**config.mk**
```make
export PLATFORM = sky130hd
export DESIGN_NAME = fixed_frame_byte_deframer_top
export DESIGN_NICKNAME = d
export VERILOG_FILES = /design/src/hw/rtl/ffbd_pkg.sv /design/src/hw/rtl/ffbd_cell.sv /design/src/hw/rtl/fixed_frame_byte_deframer_top.sv
export SDC_FILE = /design/constraint.sdc
export NUM_CORES = 1
export LEC_CHECK = 0
export BUFFER_PORTS_ARGS = -buffer_cell sky130_fd_sc_hd__buf_2
export CORE_MARGIN = 2
export CORE_UTILIZATION = 64
export CTS_CLUSTER_DIAMETER = 120
export DETAILED_ROUTE_END_ITERATION = 7
export GPL_TIMING_DRIVEN = 0
export PLACE_DENSITY = 0.83
export SYNTH_ARGS = -nofsm -noshare
export SYNTH_HDL_FRONTEND = slang
export SYNTH_SLANG_ARGS = --single-unit
export TNS_END_PERCENT = 1
```
**constraint.sdc**
```tcl
create_clock -name clock -period 12.4 [get_ports clock]
set_clock_uncertainty 0.2 [all_clocks]
set_input_delay 1.86 -clock clock [delete_from_list [all_inputs] [get_ports clock]]
set_output_delay 1.86 -clock clock [all_outputs]
set_load 0.01 [all_outputs]
```
**src/hw/rtl/ffbd_pkg.sv**
```systemverilog
// Package for the fixed-frame byte deframer.
// Holds frame geometry, reset marker values, register indexes and the cell control type.
// No dependencies.
`default_nettype none

package ffbd_pkg;

   // Default number of byte cells in the window
   localparam int WINDOW_DEPTH_DEF = 20;

   // Start byte, eight payload bytes, stop byte
   localparam int FRAME_SPAN = 10;

   // Marker values after reset
   localparam logic [7:0] START_MARKER_RST = 8'd7;
   localparam logic [7:0] STOP_MARKER_RST  = 8'd8;

   // Configuration register indexes
   localparam logic [7:0] CSR_START_MARKER = 8'd0;
   localparam logic [7:0] CSR_STOP_MARKER  = 8'd1;

   // Request kinds
   localparam logic MODE_APPEND = 1'b0;
   localparam logic MODE_POLL   = 1'b1;

   // Control that is broadcast to every cell of the chain
   typedef struct packed {
      logic       shift;    // take the neighbor's byte
      logic       rx_load;  // load rx_data if this cell is the write slot
      logic [7:0] rx_data;
   } cell_ctl_type;

endpackage

`default_nettype wire

```
**src/hw/rtl/ffbd_cell.sv**
```systemverilog
// One byte cell of the deframer window chain.
// Depends on ffbd_pkg for the cell control type.
`default_nettype none

module ffbd_cell (
   input  wire                   clock,
   input  ffbd_pkg::cell_ctl_type ctl,
   input  wire                   slot_sel,
   input  wire  [7:0]            next_data,
   output logic [7:0]            data
);

   logic [7:0] data_ff;
   logic [7:0] data_in;

   // Shift from the neighbor, or load a new byte into the write slot
   always_comb begin
      data_in = data_ff;
      if (ctl.shift) begin
         data_in = next_data;
      end else if (ctl.rx_load && slot_sel) begin
         data_in = ctl.rx_data;
      end
   end

   always_ff @(posedge clock) begin
      data_ff <= data_in;
   end

   assign data = data_ff;

endmodule

`default_nettype wire

```
**src/hw/rtl/fixed_frame_byte_deframer_top.sv**
```systemverilog
// Fixed-frame byte deframer: a chain of byte cells plus a scan sequencer.
// A byte request is taken only while idle. A poll rotates the cell chain one position a
// cycle until a frame is at the head or a full turn is done; a found frame and the bytes
// before it are then rotated out. The result is registered once the response slot is free.
// Reset (synchronous, active high) clears fill count, sequencer and result valid and sets
// the markers to 7 and 8; window bytes are not cleared. Depends on ffbd_pkg and ffbd_cell.
`default_nettype none

module fixed_frame_byte_deframer_top #(
   parameter int WINDOW_DEPTH = ffbd_pkg::WINDOW_DEPTH_DEF
) (
   input  wire                clock,
   input  wire                reset,
   // request channel
   input  wire                req_valid,
   output logic               req_stall,
   input  wire                req_mode,
   input  wire  [7:0]         req_rx_byte,
   // response channel
   output logic               rsp_valid,
   input  wire                rsp_stall,
   output logic               rsp_frame_found,
   output logic [31:0]        rsp_parameter_number,
   output logic signed [31:0] rsp_parameter_value,
   // configuration channel
   input  wire                csr_valid,
   output logic               csr_ready,
   input  wire  [7:0]         csr_index,
   input  wire  [7:0]         csr_data
);

   localparam int KW = $clog2(WINDOW_DEPTH + 1);
   localparam int DW = $clog2(ffbd_pkg::FRAME_SPAN + 1);

   typedef enum logic [1:0] {ST_IDLE, ST_SCAN, ST_DROP, ST_RESP} state_type;

   state_type         state_ff, state_in;
   logic [KW-1:0]     fill_ff, fill_in;
   logic [KW-1:0]     rot_ff, rot_in;
   logic [DW-1:0]     drop_cnt_ff, drop_cnt_in;
   logic [KW-1:0]     fill_pend_ff, fill_pend_in;
   logic              cap_found_ff, cap_found_in;
   logic [31:0]       cap_num_ff, cap_num_in;
   logic [31:0]       cap_val_ff, cap_val_in;
   logic              rsp_valid_ff, rsp_valid_in;
   logic              rsp_found_ff, rsp_found_in;
   logic [31:0]       rsp_num_ff, rsp_num_in;
   logic [31:0]       rsp_val_ff, rsp_val_in;
   logic [7:0]        start_marker_ff, stop_marker_ff;

   ffbd_pkg::cell_ctl_type cell_ctl;
   logic [7:0]        cell_data [WINDOW_DEPTH];
   logic [7:0]        tail_next;
   logic              req_fire;
   logic              out_free;
   logic              frame_hit;

   // Configuration writes are always taken
   assign csr_ready = 1'b1;

   always_ff @(posedge clock) begin
      if (reset) begin
         start_marker_ff <= ffbd_pkg::START_MARKER_RST;
         stop_marker_ff  <= ffbd_pkg::STOP_MARKER_RST;
      end else if (csr_valid) begin
         unique case (csr_index)
            ffbd_pkg::CSR_START_MARKER: start_marker_ff <= csr_data;
            ffbd_pkg::CSR_STOP_MARKER:  stop_marker_ff  <= csr_data;
            default: ;
         endcase
      end
   end

   // Byte cell chain: cell i takes cell i+1, the last cell takes the new byte or wraps
   assign tail_next = (state_ff == ST_IDLE) ? req_rx_byte : cell_data[0];

   for (genvar i = 0; i < WINDOW_DEPTH; i++) begin : g_cell
      logic [7:0] nbr;
      if (i == WINDOW_DEPTH - 1) begin : g_last
         assign nbr = tail_next;
      end else begin : g_mid
         assign nbr = cell_data[i + 1];
      end
      ffbd_cell u_cell (
         .clock     (clock),
         .ctl       (cell_ctl),
         .slot_sel  (fill_ff == KW'(i)),
         .next_data (nbr),
         .data      (cell_data[i])
      );
   end

   assign req_stall = (state_ff != ST_IDLE);
   assign req_fire  = req_valid && !req_stall;
   assign out_free  = !rsp_valid_ff || !rsp_stall;

   // Frame check at the head of the rotated chain, bounded by the filled bytes
   assign frame_hit = (({1'b0, rot_ff} + (KW+1)'(ffbd_pkg::FRAME_SPAN)) <= {1'b0, fill_ff})
                      && (cell_data[0] == start_marker_ff)
                      && (cell_data[ffbd_pkg::FRAME_SPAN - 1] == stop_marker_ff);

   // Sequencer next state
   always_comb begin
      state_in          = state_ff;
      fill_in           = fill_ff;
      rot_in            = rot_ff;
      drop_cnt_in       = drop_cnt_ff;
      fill_pend_in      = fill_pend_ff;
      cap_found_in      = cap_found_ff;
      cap_num_in        = cap_num_ff;
      cap_val_in        = cap_val_ff;
      rsp_valid_in      = rsp_valid_ff && rsp_stall;
      rsp_found_in      = rsp_found_ff;
      rsp_num_in        = rsp_num_ff;
      rsp_val_in        = rsp_val_ff;
      cell_ctl.shift    = 1'b0;
      cell_ctl.rx_load  = 1'b0;
      cell_ctl.rx_data  = req_rx_byte;

      unique case (state_ff)
         ST_IDLE: begin
            if (req_fire) begin
               if (req_mode == ffbd_pkg::MODE_APPEND) begin
                  // Drop the oldest byte and shift the new one in when full, else write at the fill slot
                  if (fill_ff == KW'(WINDOW_DEPTH)) begin
                     cell_ctl.shift = 1'b1;
                  end else begin
                     cell_ctl.rx_load = 1'b1;
                     fill_in = fill_ff + KW'(1);
                  end
               end else begin
                  state_in     = ST_SCAN;
                  rot_in       = '0;
                  cap_found_in = 1'b0;
                  cap_num_in   = '0;
                  cap_val_in   = '0;
               end
            end
         end
         ST_SCAN: begin
            if (frame_hit) begin
               cap_found_in = 1'b1;
               cap_num_in   = {cell_data[4], cell_data[3], cell_data[2], cell_data[1]};
               cap_val_in   = {cell_data[8], cell_data[7], cell_data[6], cell_data[5]};
               fill_pend_in = fill_ff - rot_ff - KW'(ffbd_pkg::FRAME_SPAN);
               drop_cnt_in  = DW'(ffbd_pkg::FRAME_SPAN);
               state_in     = ST_DROP;
            end else begin
               // Advance one position; a full turn restores the window
               cell_ctl.shift = 1'b1;
               rot_in = rot_ff + KW'(1);
               if (rot_ff == KW'(WINDOW_DEPTH - 1)) begin
                  state_in = ST_RESP;
               end
            end
         end
         ST_DROP: begin
            // Rotate the frame bytes out of the head
            cell_ctl.shift = 1'b1;
            drop_cnt_in = drop_cnt_ff - DW'(1);
            if (drop_cnt_ff == DW'(1)) begin
               fill_in  = fill_pend_ff;
               state_in = ST_RESP;
            end
         end
         ST_RESP: begin
            if (out_free) begin
               rsp_valid_in = 1'b1;
               rsp_found_in = cap_found_ff;
               rsp_num_in   = cap_num_ff;
               rsp_val_in   = cap_val_ff;
               state_in     = ST_IDLE;
            end
         end
         default: state_in = ST_IDLE;
      endcase
   end

   always_ff @(posedge clock) begin
      if (reset) begin
         state_ff     <= ST_IDLE;
         fill_ff      <= '0;
         rot_ff       <= '0;
         drop_cnt_ff  <= '0;
         rsp_valid_ff <= 1'b0;
      end else begin
         state_ff     <= state_in;
         fill_ff      <= fill_in;
         rot_ff       <= rot_in;
         drop_cnt_ff  <= drop_cnt_in;
         rsp_valid_ff <= rsp_valid_in;
      end
      fill_pend_ff <= fill_pend_in;
      cap_found_ff <= cap_found_in;
      cap_num_ff   <= cap_num_in;
      cap_val_ff   <= cap_val_in;
      rsp_found_ff <= rsp_found_in;
      rsp_num_ff   <= rsp_num_in;
      rsp_val_ff   <= rsp_val_in;
   end

   assign rsp_valid            = rsp_valid_ff;
   assign rsp_frame_found      = rsp_found_ff;
   assign rsp_parameter_number = rsp_num_ff;
   assign rsp_parameter_value  = signed'(rsp_val_ff);

   // Fill count never exceeds the window
   a_fill_bound: assert property (@(posedge clock) disable iff (reset)
      fill_ff <= KW'(WINDOW_DEPTH))
      else $error("fill count above window depth");

   // Scan rotation stays within one turn
   a_rot_bound: assert property (@(posedge clock) disable iff (reset)
      (state_ff == ST_SCAN) |-> (rot_ff < KW'(WINDOW_DEPTH)))
      else $error("scan rotation beyond window");

   // The last drop step commits the reduced fill count
   a_drop_fill: assert property (@(posedge clock) disable iff (reset)
      (state_ff == ST_DROP && drop_cnt_ff == DW'(1)) |=>
         (fill_ff == $past(fill_pend_ff) && state_ff == ST_RESP))
      else $error("drop did not commit fill count");

   // A ready result slot is loaded and the sequencer returns to idle
   a_resp_load: assert property (@(posedge clock) disable iff (reset)
      (state_ff == ST_RESP && out_free) |=>
         (rsp_valid_ff && rsp_found_ff == $past(cap_found_ff) && state_ff == ST_IDLE))
      else $error("result not loaded");

   // Drop is entered only with a found frame captured
   a_drop_found: assert property (@(posedge clock) disable iff (reset)
      (state_ff == ST_DROP) |-> cap_found_ff)
      else $error("drop without frame");

endmodule

`default_nettype wire

```
==> flow_summary.toml, run 1 <==
[die]
io_pins = 98
num_rows = 52
start_util_pct = 65.59
die_h_um = 148.2
die_area_um2 = 21970
core-area_um2 = 20300
dieWidth_um = 148.2

[synth]
synth_sequential_area_ratio_pct = 71.50
ys_ff_latch = 328
synth_area_leaders = "edfxtp_1, a21o_1, dfxtp_1"
synth.area.mux_share_pct = 2.114
synth_compound_area_share_pct = 13.12
synth_warnings = 0
avgSynthCellArea_um2 = 15.46
async_flop_share_pct = 0
synth_top_area_cell = "edfxtp_1"
synth_edf_count = 295
syn_nets = 917
ys_types = 49
synth_common_cells = "edfxtp_1, a21o_1, and2_1"
synth_adder_area_share_pct = 2.500
synth_ff_type = "edfxtp_1"
mappedNetlistArea_um2 = 13310
synth_top_family_by_area = "compound AO/OA/AOI/OAI gates"
synth.top_cell.area_share_pct = 66.54
yosysMostFrequentCell = "edfxtp_1"
synthXorXnorAreaFrac_pct = 1.447
synth-simple-area-share_pct = 6.419
syn_inst = 861

[sta]
worst_pin_slew_ps = 1240
finalCritPeriodShare_pct = 35.40
timing_max_transition_violations_final = 0
grt_setup_unrepaired = "no"
fin_ws_ps = 8010
final_hold_viol_count = 0
clock.fmax_mhz = 227.8
maxSlewHeadroom_pct = 16.55
setup_viol = 0
min_period_ps = 4390
finalSetupTns_ps = 0

[route]
first_iter_violations = 788
ant_nets = 0
vias_per_cell = 6.088
routed_wl_um = 28320
routedWlPerCell_um = 22.07
dr.pass1.iters = 5
vias = 7811
drcViolationCount = 0

[placement]
dp_hpwl_um = 18780
portBuffers = 95
placed_cell_area_um2 = 14210
globalplace.congestion = 0.9071
post-place-ws_ps = 7500

[power]
comb_power_share_pct = 27.6
leakagePower_nw = 6.265
switchingPower_w = 0.001320
max-vdd-ir-drop_v = 0.0001642
powerDensity_nw_per_um2 = 270.4
internal_power_w = 0.002787
netSwitchingFraction_pct = 32.14
seqPwrFrac_pct = 49.9
clockPowerShare_pct = 22.6

[cts]
clock_latency_ps = 560
cts.clk_slew.worst_paths_ps = 80
postCtsHoldBufs = 0
cts_tree = "built"
cts_root_buffer = "clkbuf_16"
post_cts_resized = 0
cts_buffer_depth = 3
cts-htree-levels = 1
cts_setup_buffers = 0
cts_buffers = 31
cts.sinks = 328

[layout]
drive_above_1_share_pct = 18.38
n_fill_cell = 1268
seq_area_um2 = 9519
areaGrowthSynthToFinish_pct = 14.05
fin_area_um2 = 15180
nets = 1048
multiInputGateArea_um2 = 3431

[setup_path]
worst-r2r-cell-count = 11
reg2reg_to = "cap_val_ff[29]$_SDFFCE_PN0P_"
cp-end-kind = "register"
crit_start = "req_mode"
critPathMaxFanout = 10
rrSetupSlack_ps = 8470
start_kind = "input port"
r2r-start = "rot_ff[2]$_SDFFE_PP0P_"
crit_path_max_incr_delay_ps = 770
endpoint = "g_cell[7].u_cell.data[7]$_DFFE_PP_"
worstSetupPathType = "in2reg"
arrival_ps = 4380
cp_slowest_cell = "nor2_2"
cp.required_ps = 12390
crit_top_cell = "buf_2"
cp_cell_sequence = "buf_2, nand3b_1, nor2_1, nor2_1, nor2_2, a21o_1, buf_2, buf_2, buf_2, a21o_1"

[global_routing]
grt_pass1_vias = 7592
antenna_found_initial = 0
grt_pass1_wl_um = 43610
grt_max_degree = 40
overflow = 0
grt_use_total_pct = 26.40

[outcome]
status = "finished, final reports clean"

[min_path]
hp-class = "reg2reg"

[flow_run]
cap_violations = 0
==> cells in the final DEF, fill, tap and decap left out, drive strengths merged, types with 6 or more instances in the layout <==
cell type / count
nor3: 6
a21o: 175
and2: 64
mux2: 9
dfxtp: 33
edfxtp: 295
o21ai: 6
nand3: 8
a211oi: 11
clkinv: 12
xnor2: 22
nor2: 28
inv: 33
nand2: 22
a21oi: 12
mux2i: 18
clkbuf: 59
ha: 25
buf: 122
==> kinds of logic (layout without fill, tap and decap cells) <==
family,Yosys count,count (layout)
compound gates,223,223
xor+xnor,22,22
fa+ha+maj,26,26
buf+inv,79,230
flops,328,328
mux,27,27
other cells,1,2
simple gates,155,155
==> power by group through the flow <==
stage / logic [W] / registers [W] / clock network, W
floorplan: 0.000777 / 0.00197 / 0
global placement: 0.00105 / 0.00205 / 0
detailed placement: 0.00110 / 0.00206 / 0
CTS: 0.00112 / 0.00205 / 0.000932
global route: 0.00122 / 0.00208 / 0.000983
finish: 0.00113 / 0.00205 / 0.000927
==> sequential cells by signal, indices dropped and copies added (netlist names), 4 cells and up <==
name	flops
stop_marker_ff	8
rsp_parameter_number	32
fill_ff	5
drop_cnt_ff	4
cap_val_ff	32
rot_ff	5
rsp_parameter_value	32
g_cell.u_cell.data	160
cap_num_ff	32
start_marker_ff	8
fill_pend_ff	5
==> layout make-up <==
cell class	instances	share of cell area [%]
flip-flops and latches	328	62.69
multi-input cells	454	22.59
clock buffers	36	5.232
repair buffers	98	3.527
well taps	270	2.225
plain buffers	47	1.730
clock inverters	17	1.195
inverters	32	0.7910
diodes	1	0.01648
==> metal layers <==
layer | part of all wire (%) | vias up | track usage, %
met4 | 2.5 | 0 | 7.714
met1 | 40 | 3904 | 36.74
li1 | - | 3458 | -
met3 | 7.1 | 59 | 3.344
met5 | 0 | - | 0
met2 | 50 | 390 | 44.58
==> worst min path at each step <==
| stage | start | to | slack [ps] | depth (start not counted) |
|---|---|---|---|---|
| after floorplan | cap_found_ff$_DFFE_PP_ | rsp_frame_found$_DFFE_PP_ | 200 | 0 |
| after global placement | cap_val_ff[8]$_SDFFCE_PN0P_ | rsp_parameter_value[8]$_DFFE_PP_ | 200 | 0 |
| after detailed placement | cap_num_ff[3]$_SDFFCE_PN0P_ | rsp_parameter_number[3]$_DFFE_PP_ | 200 | 0 |
| after CTS | cap_num_ff[7]$_SDFFCE_PN0P_ | rsp_parameter_number[7]$_DFFE_PP_ | 200 | 0 |
| after global routing | cap_num_ff[7]$_SDFFCE_PN0P_ | rsp_parameter_number[7]$_DFFE_PP_ | 200 | 0 |
| final | cap_num_ff[7]$_SDFFCE_PN0P_ | rsp_parameter_number[7]$_DFFE_PP_ | 190 | 0 |
==> worst max-delay path, delay by kind of cell <==
family	cells	cell delay, ps
buf+inv	4	840
simple gates	4	1170
compound gates	2	510
==> per-stage QoR <==
step           total power (W)  hold slack [ps]  instances  utilization (%)
2_1_floorplan         0.002746            200.3        861                -
3_3_place_gp          0.003092            203.1       1226            69.59
3_5_place_dp          0.003157            204.5       1229            69.98
4_1_cts               0.004099            199.7       1282            74.79
5_1_grt               0.004278            205.0       1282            74.79
6_report              0.004107            194.0       1283            74.80
Power figures use the tool's default switching activity.
==> run 2: changes to the inputs <==
Settings changed: CORE_UTILIZATION 64 to 60, PLACE_DENSITY 0.83 to 0.78.
Clock period 12.4 ns to 4.4 ns, I/O delays scaled along.
==> run 2 against run 1 <==
Non-clock buffer count unchanged. Sequential cell count unchanged. Die area rose by 6.5%. Power grew to 2.9 times the previous value. Cell count grew 1.0%.
==> flow_summary.toml, run 2 (same netlist as run 1, synthesis figures left out) <==
[route]
first_iter_violations = 692
vias = 7657
ant_nets = 0
drcViolationCount = 0
routed_wl_um = 27560
vias_per_cell = 5.908
dr.pass1.iters = 5
routedWlPerCell_um = 21.27

[setup_path]
crit_start = "rot_ff[2]$_SDFFE_PP0P_"
cp-end-kind = "register"
worst-r2r-cell-count = 11
crit_top_cell = "ha_1"
cp_slowest_cell = "nor2_4"
critPathMaxFanout = 38
start_kind = "register"
crit_path_max_incr_delay_ps = 740
r2r-start = "rot_ff[2]$_SDFFE_PP0P_"
crit_buf_inv = 3
arrival_ps = 4020
worstSetupPathType = "reg2reg"
cpLargestDelayFamily = "compound AO/OA/AOI/OAI gates"
cp.required_ps = 4430
cp_cell_sequence = "ha_1, xnor2_1, ha_1, a21o_1, a21oi_1, a32oi_1, o31a_1, buf_6, clkbuf_1, nor2_4, buf_12"
reg2reg_to = "cap_val_ff[27]$_SDFFCE_PN0P_"
rrSetupSlack_ps = 410

[cts]
postCtsHoldBufs = 0
cts.sinks = 328
clock_latency_ps = 560
post_cts_resized = 0
cts.clk_slew.worst_paths_ps = 70
cts_tree = "built"
cts_buffer_depth = 3
cts_buffers = 31
cts_setup_buffers = 0
cts_root_buffer = "clkbuf_16"
cts-htree-levels = 1

[flow_run]
cap_violations = 0

[die]
io_pins = 98
core-area_um2 = 21820
start_util_pct = 61.01
dieWidth_um = 153.0
num_rows = 54
die_h_um = 153.0
die_area_um2 = 23400

[placement]
dp_hpwl_um = 19060
post-place-ws_ps = 469.7
portBuffers = 95
globalplace.congestion = 0.8844

[min_path]
worstHoldStart = "csr_data[2]"
hold_path_end = "start_marker_ff[2]$_SDFFE_PP1P_"
min_path_cells = 3
hp-class = "in2reg"

[layout]
mostFrequentLayoutCell = "edfxtp_1"
layout_common_cells = "edfxtp_1, a21o_1, buf_2"
diodes = 0
n_fill_cell = 1394
finalCoreUtilization_pct = 70.15
areaGrowthSynthToFinish_pct = 14.98
drive_above_1_share_pct = 18.90
largest_reg_flops = 160
nets = 1048

[global_routing]
grt_max_degree = 39
overflow = 0
grt_use_total_pct = 23.68
grt_pass1_vias = 7642
grt_pass1_wl_um = 43040
antenna_found_initial = 0

[sta]
final_hold_viol_count = 0
timing_max_transition_violations_final = 0
finalCritPeriodShare_pct = 90.74
min_period_ps = 3992
maxSlewHeadroom_pct = 18.51
clock.fmax_mhz = 250.5
worst_pin_slew_ps = 1211
fin_ws_ps = 407.6
setup_viol = 0
grt_setup_unrepaired = "no"

[power]
powerDensity_nw_per_um2 = 767.5
leakagePower_nw = 6.306
max-vdd-ir-drop_v = 0.0003891

[outcome]
status = "finished, final reports clean"
## run 2: changes by cell type in the layout (fill, tap and decap cells not counted), sizes merged
cell      delta
bufinv       +3
clkbuf       -3
clkinvlp     +3
clkinv       +1
diode        -1
## run 2: worst max-delay path by stage
stage          slack [ps]                            to  depth (start not counted)
2_1_floorplan          -7        cap_found_ff$_DFFE_PP_                         10
3_3_place_gp         -830  cap_val_ff[30]$_SDFFCE_PN0P_                         10
3_5_place_dp          470  cap_val_ff[25]$_SDFFCE_PN0P_                         11
4_1_cts               420  cap_val_ff[27]$_SDFFCE_PN0P_                         11
5_1_grt               170  cap_val_ff[27]$_SDFFCE_PN0P_                         11
6_report              410  cap_val_ff[27]$_SDFFCE_PN0P_                         11
## run 2: power breakdown
group | total, W | internal, W | switching [W]
Clock | 0.00283 | 0.00170 | 0.00113
Sequential | 0.00574 | 0.00519 | 0.000554
Combinational | 0.00318 | 0.00115 | 0.00203
## run 2: area by class of cell
cell class	count	area [um^2]	share of cell area [%]
plain buffers	47	262.8	1.716
inverters	32	120.1	0.7846
flip-flops and latches	328	9519	62.18
well taps	280	350.3	2.289
clock inverters	24	306.5	2.002
clock buffers	33	783.3	5.116
repair buffers	98	535.5	3.498
multi-input cells	454	3431	22.41
## run 2: worst min-delay path: stages
cell	delay (ps)
buf_2	90
mux2i_1	60
nand2_1	60
## run 2: routing by layer
layer,GRT usage [%],wire [um],vias to the layer above
met2,39.82,13530,359
met3,3.771,2091,74
met1,31.91,11020,3769
li1,-,-,3455
met4,8.069,920,0
met5,0,0,-
## run 2: through the flow
stage	cell area, um^2	std cells	hold WS, ps	setup TNS [ps]	total power [W]
after detailed placement	14220	1239	204.5	0	0.008902
after floorplan	13320	861	200.3	-438.0	0.007730
after global routing	15310	1296	138.2	0	0.01223
after global placement	14150	1236	202.7	-53540	0.008724
final	15310	1296	141.6	0	0.01175
after CTS	15310	1296	123.7	0	0.01174
==> run 3: changes to the inputs <==
Settings changed: CORE_MARGIN 2 to 8.
==> run 3 against run 2 <==
Critical path depth did not move. Global-route usage fell by 2.7 points. Cell area fell by 0.11%. Power fell by 0.42%.
==> flow_summary.toml, run 3 (same netlist as run 1, synthesis figures left out) <==
[setup_path]
start_kind = "register"
cp-end-kind = "register"
critPathMaxFanout = 38
cp.required_ps = 4400
worstSetupPathType = "reg2reg"
crit_start = "rot_ff[2]$_SDFFE_PP0P_"
r2r-start = "rot_ff[2]$_SDFFE_PP0P_"
arrival_ps = 3960

[cts]
cts_tree = "built"
cts_buffer_depth = 3
clock_latency_ps = 520
cts_setup_buffers = 0
cts_root_buffer = "clkbuf_16"
cts.clk_slew.worst_paths_ps = 60
cts-htree-levels = 2
post_cts_resized = 0
cts.sinks = 328
cts_buffers = 34
postCtsHoldBufs = 0

[die]
die_area_um2 = 27210
num_rows = 54
dieWidth_um = 165.0
die_h_um = 165.0
start_util_pct = 61.01
core-area_um2 = 21820
io_pins = 98

[layout]
finalCoreUtilization_pct = 70.07
diodes = 0
drive_above_1_share_pct = 19.02
mostFrequentLayoutCell = "edfxtp_1"
fin_area_um2 = 15290
nets = 1051
layout_common_cells = "edfxtp_1, a21o_1, buf_2"
areaGrowthSynthToFinish_pct = 14.85
largest_reg_flops = 160

[route]
vias = 7674
routed_wl_um = 28360
dr.pass1.iters = 7
drcViolationCount = 0
vias_per_cell = 5.903
routedWlPerCell_um = 21.82
first_iter_violations = 639
ant_nets = 0

[global_routing]
grt_pass1_wl_um = 43320
overflow = 0
grt_max_degree = 39
grt_pass1_vias = 7770
grt_use_total_pct = 21.00
antenna_found_initial = 0

[min_path]
worstHoldStart = "csr_data[2]"
hp-class = "in2reg"

[placement]
dp_hpwl_um = 19700
placed_cell_area_um2 = 14220
portBuffers = 95
globalplace.congestion = 0.8698

[sta]
timing_max_transition_violations_final = 0
finalSetupTns_ps = 0
setup_viol = 0
finalCritPeriodShare_pct = 90.07
clock.fmax_mhz = 252.3
worst_pin_slew_ps = 1297
min_period_ps = 3963
final_hold_viol_count = 0
grt_setup_unrepaired = "no"
maxSlewHeadroom_pct = 12.77

[power]
powerDensity_nw_per_um2 = 765.2
leakagePower_nw = 6.316
max-vdd-ir-drop_v = 0.0004843

[outcome]
status = "finished, final reports clean"

[flow_run]
cap_violations = 0
[run 3: cell count changes in the layout (fill, tap and decap cells not counted), moves of 2 or more]
cell,before,now
clkinvlp_4,2,0
clkinv_1,7,4
bufinv_16,7,3
clkinv_2,3,9
clkinv_4,3,0
clkbuf_1,25,30
clkbuf_16,31,34
[run 3: final timing paths]
check	endpoint	slack, ps	cells past startpoint
setup / recovery	cap_val_ff[27]$_SDFFCE_PN0P_	440	11
hold / removal	start_marker_ff[2]$_SDFFE_PP1P_	180	3
setup reg to reg	cap_val_ff[27]$_SDFFCE_PN0P_	440	11
hold reg to reg	rsp_parameter_value[31]$_DFFE_PP_	210	0
[run 3: metrics by stage]
stage / instances / worst slack, ps / power, W / hold slack [ps]
global route: 1300 / 207.1 / 0.01218 / 176.5
finish: 1300 / 436.7 / 0.01170 / 180.2
global placement: 1236 / -838.1 / 0.008730 / 202.5
floorplan: 861 / -6.739 / 0.007730 / 200.3
detailed placement: 1239 / 502.1 / 0.008918 / 204.5
CTS: 1300 / 464.3 / 0.01171 / 167.8
[run 3: layout make-up]
| cell class | count | area (um^2) |
|---|---|---|
| clock inverter | 20 | 195.2 |
| fill | 1386 | 6533 |
| inverter | 32 | 120.1 |
| clock buffer | 41 | 877.1 |
| sequential | 328 | 9519 |
| timing repair buffer | 98 | 535.5 |
| tap | 280 | 350.3 |
| multi-input combinational | 454 | 3431 |
| buffer | 47 | 262.8 |
[run 3: critical path, cell delays in order (launching register included)]
cell	delay (ps)
dfxtp_1	460
ha_1	250
xnor2_1	140
ha_1	260
a21o_1	160
a21oi_1	140
a32oi_1	130
o31a_1	360
buf_6	190
clkbuf_1	270
nor2_4	720
buf_12	300
[run 3: routing by layer]
metal | vias up | global-route usage [%] | routed length [um]
met5 | - | 0 | 0
met4 | 0 | 7.207 | 782
met2 | 379 | 35.41 | 13900
met1 | 3776 | 26.70 | 10940
met3 | 52 | 4.312 | 2740
li1 | 3467 | - | -
[run 3: where the power goes]
group / switching [W] / total, W / internal (W) / leakage, nW
combinational: 0.00204 / 0.00318 / 0.00115 / 2.75
sequential: 0.000546 / 0.00574 / 0.00519 / 3.03
clock: 0.00116 / 0.00278 / 0.00161 / 0.533
